**src/rtl/core/fla_pkg.sv**
```systemverilog
// fla_pkg: shared constants, codes and types of the free list allocator
// no dependencies; used by fla_free_table and free_list_allocator
package fla_pkg;

    localparam int FREE_ENTRIES_DEF  = 32;
    localparam int ALLOC_ENTRIES_DEF = 32;
    localparam int HEADER_BYTES_DEF  = 16;
    localparam int ADDR_BITS_DEF     = 16;

    // request operations
    localparam logic [1:0] OP_ALLOC  = 2'd0;
    localparam logic [1:0] OP_FREE   = 2'd1;
    localparam logic [1:0] OP_REINIT = 2'd2;
    localparam logic [1:0] OP_UNUSED = 2'd3;

    // result status codes
    localparam logic [1:0] ST_OK      = 2'd0;
    localparam logic [1:0] ST_NOFIT   = 2'd1;
    localparam logic [1:0] ST_UNKNOWN = 2'd2;
    localparam logic [1:0] ST_FULL    = 2'd3;

    // configuration register index, taken from paddr[2]
    localparam logic REG_FIT_POLICY  = 1'b0;
    localparam logic REG_ARENA_BYTES = 1'b1;

    localparam logic [16:0] ARENA_RESET = 17'h10000;

    // free table update controls
    typedef struct packed {
        logic init;
        logic wr_en;
        logic shift_dn;
        logic shift_up;
        logic cnt_inc;
        logic cnt_dec;
    } fla_ft_ctrl_t;

endpackage

```
**src/rtl/core/fla_free_table.sv**
```systemverilog
// fla_free_table: address-ordered table of free blocks with in-place shift
// depends on fla_pkg for the update control struct
module fla_free_table #(
    parameter int FREE_ENTRIES = 32,
    parameter int ADDR_BITS    = 16,
    localparam int FIW = $clog2(FREE_ENTRIES),
    localparam int CW  = $clog2(FREE_ENTRIES + 1)
) (
    input  logic                 aclk,
    input  logic                 aresetn,
    input  logic [FIW-1:0]       rd_idx,
    output logic [ADDR_BITS-1:0] rd_start,
    output logic [ADDR_BITS:0]   rd_size,
    input  fla_pkg::fla_ft_ctrl_t ctrl,
    input  logic [FIW-1:0]       wr_idx,
    input  logic [FIW-1:0]       sh_idx,
    input  logic [ADDR_BITS-1:0] wr_start,
    input  logic [ADDR_BITS:0]   wr_size,
    output logic [CW-1:0]        count
);
    localparam logic [ADDR_BITS:0] RST_SIZE =
        (ADDR_BITS >= 16) ? (ADDR_BITS+1)'(65536) : (ADDR_BITS+1)'(1) << ADDR_BITS;

    logic [ADDR_BITS-1:0] start_reg [FREE_ENTRIES];
    logic [ADDR_BITS:0]   size_reg  [FREE_ENTRIES];
    logic [ADDR_BITS-1:0] hi_start  [FREE_ENTRIES];
    logic [ADDR_BITS:0]   hi_size   [FREE_ENTRIES];
    logic [ADDR_BITS-1:0] lo_start  [FREE_ENTRIES];
    logic [ADDR_BITS:0]   lo_size   [FREE_ENTRIES];
    logic [CW-1:0]        count_reg;

    assign rd_start = start_reg[rd_idx];
    assign rd_size  = size_reg[rd_idx];
    assign count    = count_reg;

    for (genvar g = 0; g < FREE_ENTRIES; g++) begin : g_ent
        if (g < FREE_ENTRIES - 1) begin : g_hi
            assign hi_start[g] = start_reg[g+1];
            assign hi_size[g]  = size_reg[g+1];
        end else begin : g_hi_end
            assign hi_start[g] = start_reg[g];
            assign hi_size[g]  = size_reg[g];
        end
        if (g > 0) begin : g_lo
            assign lo_start[g] = start_reg[g-1];
            assign lo_size[g]  = size_reg[g-1];
        end else begin : g_lo_end
            assign lo_start[g] = start_reg[g];
            assign lo_size[g]  = size_reg[g];
        end

        always_ff @(posedge aclk) begin
            if (!aresetn && g == 0) begin
                start_reg[g] <= '0;
                size_reg[g]  <= RST_SIZE;
            end else if (ctrl.init && g == 0) begin
                start_reg[g] <= '0;
                size_reg[g]  <= wr_size;
            end else if (ctrl.wr_en && wr_idx == FIW'(g)) begin
                start_reg[g] <= wr_start;
                size_reg[g]  <= wr_size;
            end else if (ctrl.shift_dn && FIW'(g) >= sh_idx) begin
                start_reg[g] <= hi_start[g];
                size_reg[g]  <= hi_size[g];
            end else if (ctrl.shift_up && FIW'(g) > sh_idx) begin
                start_reg[g] <= lo_start[g];
                size_reg[g]  <= lo_size[g];
            end
        end
    end

    always_ff @(posedge aclk) begin
        if (!aresetn) begin
            count_reg <= CW'(1);
        end else begin
            priority if (ctrl.init) begin
                count_reg <= (wr_size != '0) ? CW'(1) : '0;
            end else if (ctrl.cnt_inc) begin
                count_reg <= count_reg + CW'(1);
            end else if (ctrl.cnt_dec) begin
                count_reg <= count_reg - CW'(1);
            end
        end
    end
endmodule

```
**config.mk**
```make
export PLATFORM = sky130hd
export DESIGN_NAME = fla_free_table
export DESIGN_NICKNAME = d
export VERILOG_FILES = /design/src/rtl/core/fla_pkg.sv /design/src/rtl/core/fla_free_table.sv
export SDC_FILE = /design/constraint.sdc
export NUM_CORES = 2
export LEC_CHECK = 0
export BUFFER_PORTS_ARGS = -buffer_cell sky130_fd_sc_hd__clkbuf_2
export CAP_MARGIN = 30
export CORE_AREA = 8 8 573 406
export DETAILED_ROUTE_END_ITERATION = 12
export DIE_AREA = 0 0 581 414
export GPL_ROUTABILITY_DRIVEN = 0
export PLACE_DENSITY_LB_ADDON = 0.08
export SKIP_CTS_REPAIR_TIMING = 1
export SYNTH_ARGS = -nofsm -noshare
export SYNTH_HDL_FRONTEND = slang
export SYNTH_SLANG_ARGS = --single-unit
```
**constraint.sdc**
```tcl
create_clock -name aclk -period 12.35 [get_ports aclk]
set_input_delay 1.235 -clock aclk [delete_from_list [all_inputs] [get_ports aclk]]
set_output_delay 1.235 -clock aclk [all_outputs]
set_load 0.005 [all_outputs]
```
==> metrics.txt <==
result of the run finished, final reports clean; count of unresolved DRC violations after routing 0; average cell area after synthesis 12.0 um2; cell area after layout between 70,000 and 80,000 um2; CTS H-Tree Depth 4; Synth cell types ~80; count of final setup violators 0; final critical-path required period ~6200 ps; global-route wire length before repair about 460 mm; maximum root-to-sink buffer count 4; Die X between 500 and 600 um; worst slew margin relative to its limit 0.244; HPWL after detailed placement around 200 mm; DR WL/cell 42.1 um; number of hold-slack violations in the final timing report 0; crit start category input pin; area added between synthesis and finish 13.4%; peak per-stage delay on the critical path slightly below 800 ps; worst hold path depth 2; Core Region 224,000 um2; post-synthesis cell area ~64,000 um2; synthesized netlist cell count ~5.4k; CTS tree built; sort of element at the end of the critical path primary output; Detailed Route Iter0 Violations between 7k and 8k; ordered list of cells on the worst path buf_8, buf_4, buf_4, mux4_2, a22o_1, or4_1, clkbuf_2; crit share post-route 0.503; leading cell type in the layout, fill and taps excluded sky130_fd_sc_hd__edfxtp_1; vias in the first global route between 40k and 50k; FF-to-FF path depth 5; number of placement rows approximately 150; VDD IR-drop max about 0.1 mV; total power per unit cell area ~150 nW/um2; count of final max-slew check failures 0; filler cell count in the final layout between 20k and 25k; CTS sink cnt 1,062; fraction of layout instances using a drive strength above 1 0.247; reg-to-reg slack, setup 10,540 ps; unrepaired setup endpoints after global routing false; quantity of I/O buffers inserted on ports 94; pin count of the biggest net entering global routing 114; aggregate global-route resource usage 0.279; critical path's slowest cell sky130_fd_sc_hd__buf_4; Hold Crit Endpoint count[3]; cell with the most instances on the worst path sky130_fd_sc_hd__buf_4; per-cell via count in the routed design 6.13; number of antenna violations at the first check in global routing 13; Finished Core Util 0.326; yosys warns 0; Max Clk Rate about 160 MHz; die extent in y a little over 400 um; nets in the synthesized netlist 5,438; final routed wirelength across all metal layers 350 mm; Clk pin slew, worst setup/hold paths roughly 60 ps; Async S/R FF share, synth 0; final setup skew approximately 44 ps; Die Outline Area 241,000 um2; number of detailed-routing iterations run before antenna repair 6; remaining number of nets flagged by the antenna check after routing 0; number of buffer and inverter instances along the worst setup path 4; total number of nets in the final design between 5k and 6k; Crit Path Max Fanout slightly above 80; register bit count reported by yosys 1,062; delay-heaviest family, CP buffers and inverters; initial core utilization 0.288; pin slew with the least headroom to its limit 1130 ps; share of the yosys chip area belonging to registers 0.494; launch instance of the worst min-delay path count[3]; Hold Crit Class flip-flop to flip-flop; reg2reg end count[3]; number of buffers created by CTS 138; setup tns final 0 ps; standard cell area after detailed placement around 69,000 um2; category of the critical setup timing path input pin to primary output; critical path required time approximately 11,000 ps; Via Count between 50k and 60k; startpoint of the worst-slack reg-to-reg timing path count[1]; Worst EP arrival 4980 ps; number of synthesized flops with an enable pin 1,056; Maximum Capacitance Violations 0; prevailing post-synth register cell sky130_fd_sc_hd__edfxtp_1; global route total overflow 0; flip-flop count of the largest register, all copies and words added approximately 540; Leak Pwr ~26 nW; most frequent cells in the layout sky130_fd_sc_hd__edfxtp_1 (1,056), sky130_fd_sc_hd__mux2i_1 (662), sky130_fd_sc_hd__mux2_2 (598), sky130_fd_sc_hd__a21oi_1 (349), sky130_fd_sc_hd__nor2_1 (348); clock latency of the later-clocked register in the worst-skew pair about 820 ps; clock root buffer sky130_fd_sc_hd__clkbuf_16; number of primary I/O pins 95
[worst reg2reg max path, cell delays in order, from the launching register on]
cell	delay, ps
sky130_fd_sc_hd__dfxtp_1	400
sky130_fd_sc_hd__ha_1	270
sky130_fd_sc_hd__a211oi_1	400
sky130_fd_sc_hd__nor2_1	80
sky130_fd_sc_hd__or4_1	400
sky130_fd_sc_hd__a21boi_0	160
[cell type report]
type                    instances  area [um2]  area share
clock inverters                52         365     0.00500
repair buffers                301        2480      0.0339
inverters                       6        22.5    0.000308
clock buffers                 177        3660      0.0501
flip-flops and latches       1062       31800       0.435
diodes                          4        10.0    0.000137
multi-input cells            3747       31100       0.425
well taps                    2960        3700      0.0506
[kinds of logic after synthesis]
family / count (synthesis) / synth area share
buf+inv: 568 / 0.0393
mux: 1481 / 0.269
flops: 1062 / 0.494
simple gates: 967 / 0.0685
fa+ha+maj: 5 / 0.00109
compound gates: 1292 / 0.128
xor+xnor: 2 / 0.000272
[power breakdown]
part / switching (mW) / internal (mW)
registers: 0.362 / 4.45
clock network: 1.74 / 2.19
logic: 1.24 / 0.724
[cells in the mapped netlist (all sizes together), types with 69 or more instances]
| cell type | instances | share of area |
|---|---|---|
| edfxtp | 1056 | 0.49 |
| mux2 | 687 | 0.12 |
| mux2i | 662 | 0.10 |
| o21ai | 378 | 0.029 |
| nor2 | 355 | 0.021 |
| a21oi | 354 | 0.028 |
| clkbuf | 329 | 0.019 |
| nand2 | 323 | 0.019 |
| buf | 233 | 0.020 |
| mux4 | 132 | 0.046 |
| o22ai | 115 | 0.011 |
| a22o | 99 | 0.013 |
| o2bb2ai | 99 | 0.013 |
| nor2b | 75 | 0.0073 |
| a211oi | 72 | 0.0088 |
| nor3 | 70 | 0.0055 |
| a22oi | 69 | 0.0080 |
[stage by stage]
stage	std cells	power, mW	hold slack, ps	worst slack, ps
after floorplan	5377	5.80	474	7440
after global placement	8050	6.77	479	6240
after detailed placement	8075	6.79	497	6220
after CTS	8304	10.7	505	6230
after global routing	8307	11.0	535	6110
final	8309	10.7	498	6140
[how the worst max path moves through the flow]
| stage | endpoint | slack, ps | cells past startpoint | startpoint |
|---|---|---|---|---|
| 6_report | rd_start[13] | 6140 | 7 | rd_idx[2] |
| 4_1_cts | rd_start[13] | 6230 | 7 | rd_idx[2] |
| 3_5_place_dp | rd_start[13] | 6220 | 7 | rd_idx[2] |
| 2_1_floorplan | size_reg[1][0] | 7440 | 4 | wr_idx[1] |
| 3_3_place_gp | rd_start[13] | 6240 | 7 | rd_idx[2] |
| 5_1_grt | rd_start[13] | 6110 | 7 | rd_idx[2] |
[per-layer routing]
metal	vias up	wire length, um	share of wire	global-route usage
li1	20600	-	-	-
met4	0	14200	0.040	0.0967
met2	3086	145000	0.41	0.401
met5	-	0	0	0
met1	26700	158000	0.45	0.408
met3	584	33600	0.096	0.0647
Note: power is estimated with default switching activity, not from simulation.
