## src/rtl/core/fla_span_calc.sv

```systemverilog
// fla_span_calc: shared fit unit, evaluates one free block against a request
// depends on nothing but its parameters; instanced once by the top level
module fla_span_calc #(
    parameter int ADDR_BITS    = 16,
    parameter int HEADER_BYTES = 16
) (
    input  logic [ADDR_BITS-1:0] base,
    input  logic [ADDR_BITS:0]   size,
    input  logic [16:0]          req,
    input  logic [3:0]           lg,
    output logic                 fits,
    output logic [ADDR_BITS:0]   pad,
    output logic [ADDR_BITS:0]   need,
    output logic [ADDR_BITS:0]   left
);
    localparam int XW = ((ADDR_BITS > 16) ? ADDR_BITS : 16) + 2;
    localparam int NW = XW + 2;

    logic [XW-1:0] t;
    logic [XW-1:0] aligned;
    logic [XW-1:0] pad_x;
    logic [NW-1:0] need_x;
    logic [NW-1:0] size_x;
    logic [16:0]   req_eff;

    always_comb begin
        req_eff = (req == 17'd0) ? 17'd1 : req;
        t       = XW'(base) + XW'(HEADER_BYTES) + (XW'(1) << lg) - XW'(1);
        aligned = (t >> lg) << lg;
        pad_x   = aligned - XW'(base);
        need_x  = NW'(req_eff) + NW'(pad_x);
        size_x  = NW'(size);
        fits    = size_x >= need_x;
        pad     = pad_x[ADDR_BITS:0];
        need    = need_x[ADDR_BITS:0];
        left    = size - need_x[ADDR_BITS:0];
    end
endmodule

```

## config.mk

```make
export PLATFORM = sky130hd
export DESIGN_NAME = fla_span_calc
export DESIGN_NICKNAME = d
export VERILOG_FILES = /design/src/rtl/core/fla_span_calc.sv
export SDC_FILE = /design/constraint.sdc
export NUM_CORES = 1
export LEC_CHECK = 0
export ABC_CLOCK_PERIOD_IN_PS = 17600
export BUFFER_PORTS_ARGS = -buffer_cell sky130_fd_sc_hd__buf_2
export CAP_MARGIN = 20
export CORE_MARGIN = 8
export CORE_UTILIZATION = 39
export DETAILED_ROUTE_END_ITERATION = 16
export GPL_ROUTABILITY_DRIVEN = 0
export PLACE_DENSITY_LB_ADDON = 0.1
export SYNTH_ARGS = -nofsm -noshare
export SYNTH_HDL_FRONTEND = slang
export SYNTH_SLANG_ARGS = --single-unit
```

## constraint.sdc

```tcl
create_clock -name vclk -period 17.6
set_input_delay 3.52 -clock vclk [all_inputs]
set_output_delay 3.52 -clock vclk [all_outputs]
set_load 0.02 [all_outputs]
```

==> run metrics, run 1 <==
WHS Path Cells 4; measured slew at the worst slew-check pin 0.860 ns; Layout fillers 1479; total power density per cell area about 120 nW/um^2; largest net degree at the start of global routing 27; x dimension of the die 135 um; Gates resized, CTS repair 0; initial drt markers 486; number of rows in the core area 43; final hold violation count 0; setup slack after layout 0.681 ns; number of clock-tree buffers in the layout 0; global routing usage summed across all routing layers between 20% and 30%; Net Count, Synth 954; via count 6540; count of warnings emitted by yosys 0; Routed WL 20300 um; Max-cap violations 0; data required time of the worst path ~14 ns; Final period util 96.1%; number of nets in the layout 1020; area share of the largest cell type after synthesis about 18%; Crit Path Max Fanout 26; number of setup violations in the final report 0; synth unique cells 88; Placed Area roughly 6000 um^2; first-pass iteration count of the detailed router 7; area taken by flip-flops and latches 0 um^2; crit start category primary input; kind of cell adding the most delay to the critical path compound AO/OA/AOI/OAI gates; number of DRC violations after detailed routing 0; crit end category output pin; Worst IR Drop VDD between 0.00007 and 0.00008 V; average size of a mapped cell ~6.8 um^2; height of the die ~140 um; core region area 13900 um^2; post-DR vias/cell roughly 6.2; setup repair after global routing missed its margin no; Worst EP arrival 13.40 ns; gate count after technology mapping approximately 820; critical path class in -> out; worst setup path start lg[1]; slowest stage cell on the critical path sky130_fd_sc_hd__ha_1; area taken by multi-input logic gates 5090 um^2; total die area between 15000 and 20000 um^2; ant diodes 0; min-delay src base[0]; initial antenna violation count 0; final HPWL from detailed placement 17000 um; via count of the first global-routing pass ~6300; most common cell type on the critical path sky130_fd_sc_hd__a21oi_1; Leakage Power 2.88 nW; design area 6170 um^2; worst slack, placed ~0.79 ns; final sequential cell count 0; Highest Clock Rate 59.1 MHz; cell accounting for the most synthesized area sky130_fd_sc_hd__ha_1; average detailed-routed wire length per instance 19.1 um; I/O pins around 110; CTS Hold Buffers Added 0; Worst Hold End pad[0]; total setup buffers inserted after CTS 0; sequential-to-total area share from yosys stat 0%; Hold WC Path Type in -> out; Max-slew headroom ~42%; Initial Utilization 40.0%; delay contributed by the slowest stage of the critical path a little under 0.6 ns; final slew viol count 0; global-route wire length before repair 31700 um; result of the run complete, no violations; Antenna Violating Nets Remaining 0; Tmin final 16.92 ns; leading post-synthesis cells by cell area sky130_fd_sc_hd__ha_1, sky130_fd_sc_hd__nor2_1, sky130_fd_sc_hd__a21oi_1, sky130_fd_sc_hd__xnor2_1, sky130_fd_sc_hd__inv_1; count of input and output buffers about 110; post-synthesis cell area 5560 um^2; Congestion Overflow GR 0; number of buffers and inverters on the critical path 5; area added between synthesis and finish 11.1%; Setup Total Neg Slack 0 ns; fraction of layout cells with a size suffix above 1 roughly 17%
[cell usage after synthesis (all sizes together), types with 6 or more instances]
cell type,number
nand2,62
nand3,19
nand2b,12
o21a,11
nand4,10
buf,12
ha,79
or3,6
nor2b,12
a21o,20
a2111oi,6
and3,6
inv,63
nor3,20
a31oi,8
o21ai,50
and2,9
nor4,7
xor2,18
xnor2,31
a21boi,10
mux2,7
nor2,89
clkbuf,42
a21oi,58
o211ai,17
a211oi,16
[power by group]
group | switching [W] | internal, W | leakage (nW)
logic | 0.000445 | 0.000270 | 2.88
registers | 0 | 0 | 0
clock network | 0 | 0 | 0
[kinds of logic (layout without fill, tap and decap cells)]
family                   count (synthesis)  count (layout)  synth area share, %
AND/OR/NAND/NOR                        268             268                 22.9
multiplexers                            16              16                 3.94
buffers and inverters                  118             182                 8.44
adder cells (fa/ha/maj)                 85              85                 19.6
XOR/XNOR                                49              49                 7.86
AO/OA/AOI/OAI                          281             281                 37.3
[cell type report]
type	instances	share of cell area (%)
timing repair buffer	118	10.1
multi-input combinational	699	82.4
inverter	64	3.89
tap	180	3.65
[cell usage in the layout, fill, tap and decap left out, drive strengths merged, types with 7 or more instances in the layout]
cell type and count:
o211ai 17, a31oi 8, nand4 10, xor2 18, buf 118, nand2 62, nor2 89, xnor2 31
mux2 7, a21o 20, nor4 7, a211oi 16, nor2b 12, o21ai 50, o21a 11, nand2b 12
a21boi 10, inv 63, and2 9, nand3 19, ha 79, a21oi 58, nor3 20
[per-layer routing]
layer  track usage, %  part of all wire [%]  vias up
li1                 -                     -     3164
met1             24.7                    42     3024
met2             37.1                    46      289
met3             1.93                   6.9       63
met4             8.64                   4.7        0
met5                0                     0        -
[how the worst max path moves through the flow]
stage	to	slack (ns)	cells past startpoint
after floorplan	fits	1.50	42
after global routing	fits	0.004	41
final	fits	0.68	41
after CTS	fits	0.77	43
after detailed placement	fits	0.79	41
after global placement	fits	0.91	41
[metrics by stage]
stage	util, %	total power [W]	std cells	hold WS, ns
finish	44.5	0.000714	1061	7.47
detailed placement	44.5	0.000714	1061	7.48
global route	44.5	0.000779	1061	7.51
CTS	44.5	0.000716	1061	7.48
global placement	44.5	0.000702	1061	7.46
floorplan	-	0.000518	817	7.24
(Power assumes the default switching activity.)
==> run 2, diff against run 1 <==
--- a/config.mk
+++ b/config.mk
@@ -5,6 +5,7 @@
 export SDC_FILE = /design/constraint.sdc
 export NUM_CORES = 1
 export LEC_CHECK = 0
+export ABC_AREA = 1
 export ABC_CLOCK_PERIOD_IN_PS = 17600
 export BUFFER_PORTS_ARGS = -buffer_cell sky130_fd_sc_hd__buf_2
 export CAP_MARGIN = 20
@@ -13,6 +14,7 @@
 export DETAILED_ROUTE_END_ITERATION = 16
 export GPL_ROUTABILITY_DRIVEN = 0
 export PLACE_DENSITY_LB_ADDON = 0.1
+export SKIP_LAST_GASP = 1
 export SYNTH_ARGS = -nofsm -noshare
 export SYNTH_HDL_FRONTEND = slang
 export SYNTH_SLANG_ARGS = --single-unit
==> run metrics, run 2 <==
final slew viol count 0; number of nets in the layout roughly 1200; number of buffers and inverters on the critical path 7; slowest stage cell on the critical path sky130_fd_sc_hd__buf_2; final hold violation count 0; Leakage Power 3.49 nW; Hold WC Path Type in -> out; Initial Utilization 40.2%; average size of a mapped cell 5.43 um^2; Antenna Violating Nets Remaining 0; synth unique cells between 40 and 50; Worst IR Drop VDD 0.0000410 V; post-synthesis cell area 5340 um^2; x dimension of the die approximately 130 um; leading post-synthesis cells by cell area sky130_fd_sc_hd__nand2_1, sky130_fd_sc_hd__ha_1, sky130_fd_sc_hd__nand3_1, sky130_fd_sc_hd__inv_1, sky130_fd_sc_hd__xor2_1; area share of the largest cell type after synthesis 20.4%; min-delay src size[1]; count of warnings emitted by yosys 0; setup repair after global routing missed its margin no; count of input and output buffers 106; number of setup violations in the final report 0; total setup buffers inserted after CTS 0; height of the die about 130 um; via count 6394; Routed WL 18200 um; worst setup path start lg[1]; Crit Path Max Fanout 39; initial antenna violation count 0; Setup Total Neg Slack 0 ns; number of clock-tree buffers in the layout 0; CTS Hold Buffers Added 0; most used standard cells in the synthesized netlist sky130_fd_sc_hd__nand2_1, sky130_fd_sc_hd__nand3_1, sky130_fd_sc_hd__inv_1; Final period util 86.0%; Congestion Overflow GR 0; number of rows in the core area 42; result of the run complete, no violations; kind of cell adding the most delay to the critical path simple AND/OR/NAND/NOR gates; first-pass iteration count of the detailed router 5; WHS Path Cells 3; critical path class in -> out; sequential-to-total area share from yosys stat 0%; I/O pins 106; Worst EP arrival between 10 and 15 ns; initial drt markers 466; core region area 13300 um^2; setup slack after layout 2.46 ns; cell accounting for the most synthesized area sky130_fd_sc_hd__nand2_1; total power density per cell area 111 nW/um^2; Tmin final 15.14 ns; Max-cap violations 0; delay contributed by the slowest stage of the critical path about 0.59 ns; gate count after technology mapping 984; area taken by flip-flops and latches 0 um^2; commonest non-fill, non-tap cells in the layout sky130_fd_sc_hd__nand2_1, sky130_fd_sc_hd__nand3_1, sky130_fd_sc_hd__inv_1; total chip power 0.000657 W; area added between synthesis and finish 11.2%; measured slew at the worst slew-check pin 0.764 ns; worst slack, placed 2.46 ns; via count of the first global-routing pass just over 6000; global-route wire length before repair about 30000 um; most frequently used cell type in the post-synthesis netlist sky130_fd_sc_hd__nand2_1; most common cell type on the critical path sky130_fd_sc_hd__nand2_1; total die area 17700 um^2; ant diodes 0; Worst Hold End left[1]; largest net degree at the start of global routing 47; Max-slew headroom 49.0%; post-DR vias/cell approximately 5.2; most common cell after layout, fill and taps aside sky130_fd_sc_hd__nand2_1; Gates resized, CTS repair 0; global routing usage summed across all routing layers 19.9%; crit end category output pin; crit start category primary input; number of DRC violations after detailed routing 0; Highest Clock Rate 66.0 MHz; final sequential cell count 0; data required time of the worst path roughly 14 ns; final HPWL from detailed placement approximately 16000 um; average detailed-routed wire length per instance 14.8 um; fraction of layout cells with a size suffix above 1 14.2%; Net Count, Synth 1121
==> run 2: changes by cell type after synthesis, moves of 13 or more <==
cell	before	now
sky130_fd_sc_hd__a21o_1	20	4
sky130_fd_sc_hd__clkbuf_1	42	21
sky130_fd_sc_hd__inv_1	63	128
sky130_fd_sc_hd__nand2_1	62	290
sky130_fd_sc_hd__nand3_1	19	179
sky130_fd_sc_hd__nor2_1	88	47
sky130_fd_sc_hd__nor3_1	20	5
sky130_fd_sc_hd__o21ai_0	46	18
sky130_fd_sc_hd__xnor2_1	31	13
sky130_fd_sc_hd__xor2_1	17	30
==> run 2: worst min-delay path: stages <==
cell and delay [ns]:
sky130_fd_sc_hd__buf_2 0.10, sky130_fd_sc_hd__fa_1 0.15, sky130_fd_sc_hd__buf_2 0.15
==> run 2: worst max path at each step <==
stage / cells past startpoint / endpoint / slack (ns)
2_1_floorplan: 57 / left[15] / 2.93
3_3_place_gp: 56 / fits / 2.54
3_5_place_dp: 58 / fits / 2.46
4_1_cts: 58 / fits / 2.45
5_1_grt: 60 / fits / 1.47
6_report: 56 / fits / 2.46
==> run 2: cell type report <==
type	instances	area [um^2]
inverters	130	488
well taps	176	220
fillers	1533	7350
repair buffers	112	576
multi-input cells	808	4660
==> run 2: cells by family (layout without fill, tap and decap cells) <==
| family | after synthesis | in the layout | share of synthesized area [%] |
|---|---|---|---|
| mux | 1 | 1 | 0.187 |
| buf+inv | 176 | 242 | 12.8 |
| xor+xnor | 44 | 44 | 7.35 |
| compound gates | 100 | 100 | 11.0 |
| fa+ha+maj | 83 | 83 | 20.0 |
| simple gates | 580 | 580 | 48.7 |
==> run 2: metrics by stage <==
| stage | area [um^2] | instances | hold slack, ns | util [%] |
|---|---|---|---|---|
| 2_1_floorplan | 5340 | 984 | 7.24 | - |
| 3_3_place_gp | 5940 | 1226 | 7.45 | 44.7 |
| 3_5_place_dp | 5940 | 1226 | 7.46 | 44.7 |
| 4_1_cts | 5940 | 1226 | 7.46 | 44.7 |
| 5_1_grt | 5940 | 1226 | 7.50 | 44.7 |
| 6_report | 5940 | 1226 | 7.45 | 44.7 |
==> run 2: where the power goes <==
part	switching (W)	total, W	internal, W
sequential	0	0	0
clock	0	0	0
combinational	0.000429	0.000657	0.000228
total	0.000429	0.000657	0.000228
==> run 2: per-layer routing <==
layer | share of wire, % | routed length [um] | vias to the layer above | global-route usage [%]
li1 | - | - | 3374 | -
met1 | 43 | 7790 | 2827 | 23.2
met2 | 49 | 8900 | 158 | 36.6
met3 | 4.6 | 829 | 35 | 2.35
met4 | 3.6 | 663 | 0 | 6.69
met5 | 0 | 0 | - | 0
==> run 3, diff against run 2 <==
--- a/config.mk
+++ b/config.mk
@@ -9,8 +9,10 @@
 export ABC_CLOCK_PERIOD_IN_PS = 17600
 export BUFFER_PORTS_ARGS = -buffer_cell sky130_fd_sc_hd__buf_2
 export CAP_MARGIN = 20
+export CELL_PAD_IN_SITES_DETAIL_PLACEMENT = 2
+export CELL_PAD_IN_SITES_GLOBAL_PLACEMENT = 2
 export CORE_MARGIN = 8
-export CORE_UTILIZATION = 39
+export CORE_UTILIZATION = 29
 export DETAILED_ROUTE_END_ITERATION = 16
 export GPL_ROUTABILITY_DRIVEN = 0
 export PLACE_DENSITY_LB_ADDON = 0.1
==> run metrics, run 3 (synthesis results as in run 2) <==
result of the run complete, no violations; final sequential cell count 0; reported net switching power about 0.00046 W; Congestion Overflow GR 0; Antenna Violating Nets Remaining 0; Final period util 87.4%; Gate power share 100.0%; post-layout instance count excluding filler cells about 1300; number of nets in the layout 1190; Routed WL 24000 um; Tmin final between 15 and 20 ns; Sw Share 66.6%; Gates resized, CTS repair 0; Max-cap violations 0; data required time of the worst path 14.08 ns; number of rows in the core area 49; slowest stage cell on the critical path sky130_fd_sc_hd__fa_1; number of setup violations in the final report 0; final slew viol count 0; initial antenna violation count 0; first-pass iteration count of the detailed router 4; Max-slew headroom ~46%; height of the die 152 um; Leakage Power 3.50 nW; fraction of layout cells with a size suffix above 1 14.3%; initial drt markers ~190; Layout fillers 2432; number of clock-tree buffers in the layout 0; via count 6768; most common cell after layout, fill and taps aside sky130_fd_sc_hd__nand2_1; number of DRC violations after detailed routing 0; Worst IR Drop VDD 0.000135 V; Crit Path Max Fanout 22; total die area 23000 um^2; area taken by multi-input logic gates 4660 um^2; Hold WC Path Type in -> out; setup repair after global routing missed its margin no; I/O pins roughly 110; measured slew at the worst slew-check pin between 0.8 and 0.9 ns; via count of the first global-routing pass 7240; crit start category primary input; Highest Clock Rate 65.0 MHz; delay contributed by the slowest stage of the critical path around 0.40 ns; final HPWL from detailed placement about 21000 um; ant diodes 0; x dimension of the die 152 um; count of input and output buffers approximately 110; Placed Area 6020 um^2; post-DR vias/cell approximately 5.3; crit end category output pin; Initial Utilization approximately 30%; most common cell type on the critical path sky130_fd_sc_hd__nand2_1; area taken by flip-flops and latches 0 um^2; Worst EP arrival 11.87 ns; core region area about 18000 um^2; critical path class in -> out; global routing usage summed across all routing layers 20.7%; internal power of the cells 0.000230 W; global-route wire length before repair 38000 um; total setup buffers inserted after CTS 0; area added between synthesis and finish 12.6%; final hold violation count 0; Setup Total Neg Slack 0 ns; WHS Path Cells 3; total power density per cell area ~110 nW/um^2; largest net degree at the start of global routing 47; design area 6020 um^2; average detailed-routed wire length per instance 18.8 um; commonest non-fill, non-tap cells in the layout sky130_fd_sc_hd__nand2_1, sky130_fd_sc_hd__nand3_1, sky130_fd_sc_hd__inv_1; register share of total power 0%; number of placed instances with taps included 1280; part of the power in the clock network 0%; CTS Hold Buffers Added 0
run 3: final cells by class:
| class | count | share of cell area (%) |
|---|---|---|
| tap | 229 | 4.76 |
| timing repair buffer | 113 | 9.69 |
| multi-input combinational | 808 | 77.4 |
| inverter | 130 | 8.11 |
run 3: power groups by stage:
stage | Clock [W] | Combinational (W) | Sequential, W
2_1_floorplan | 0 | 0.000484 | 0
3_3_place_gp | 0 | 0.000688 | 0
3_5_place_dp | 0 | 0.000701 | 0
4_1_cts | 0 | 0.000703 | 0
5_1_grt | 0 | 0.000764 | 0
6_report | 0 | 0.000690 | 0
run 3: worst max-delay path: cells and delay by family:
family	cells	cell delay, ns
simple gates	33	3.11
fa+ha+maj	6	1.98
buf+inv	10	1.46
compound gates	8	1.41
xor+xnor	2	0.35
run 3: per-layer routing:
layer	track usage [%]	up-vias	share of wire (%)
met5	0	-	0
met4	5.14	0	2.8
met3	0.594	26	3.1
met2	40.4	102	52
met1	24.1	3264	42
li1	-	3376	-
run 3: through the flow:
step                total power [W]  utilization (%)  worst slack (ns)  hold slack, ns
detailed placement         0.000701             33.4              2.12            7.46
finish                     0.000690             33.4              2.21            7.45
CTS                        0.000703             33.4              2.09            7.46
floorplan                  0.000484                -              2.93            7.24
global route               0.000764             33.4              1.36            7.49
global placement           0.000688             33.4              2.29            7.46
run 3: final timing paths:
kind              endpoint     from
setup / recovery      fits    lg[3]
hold / removal     left[1]  size[1]
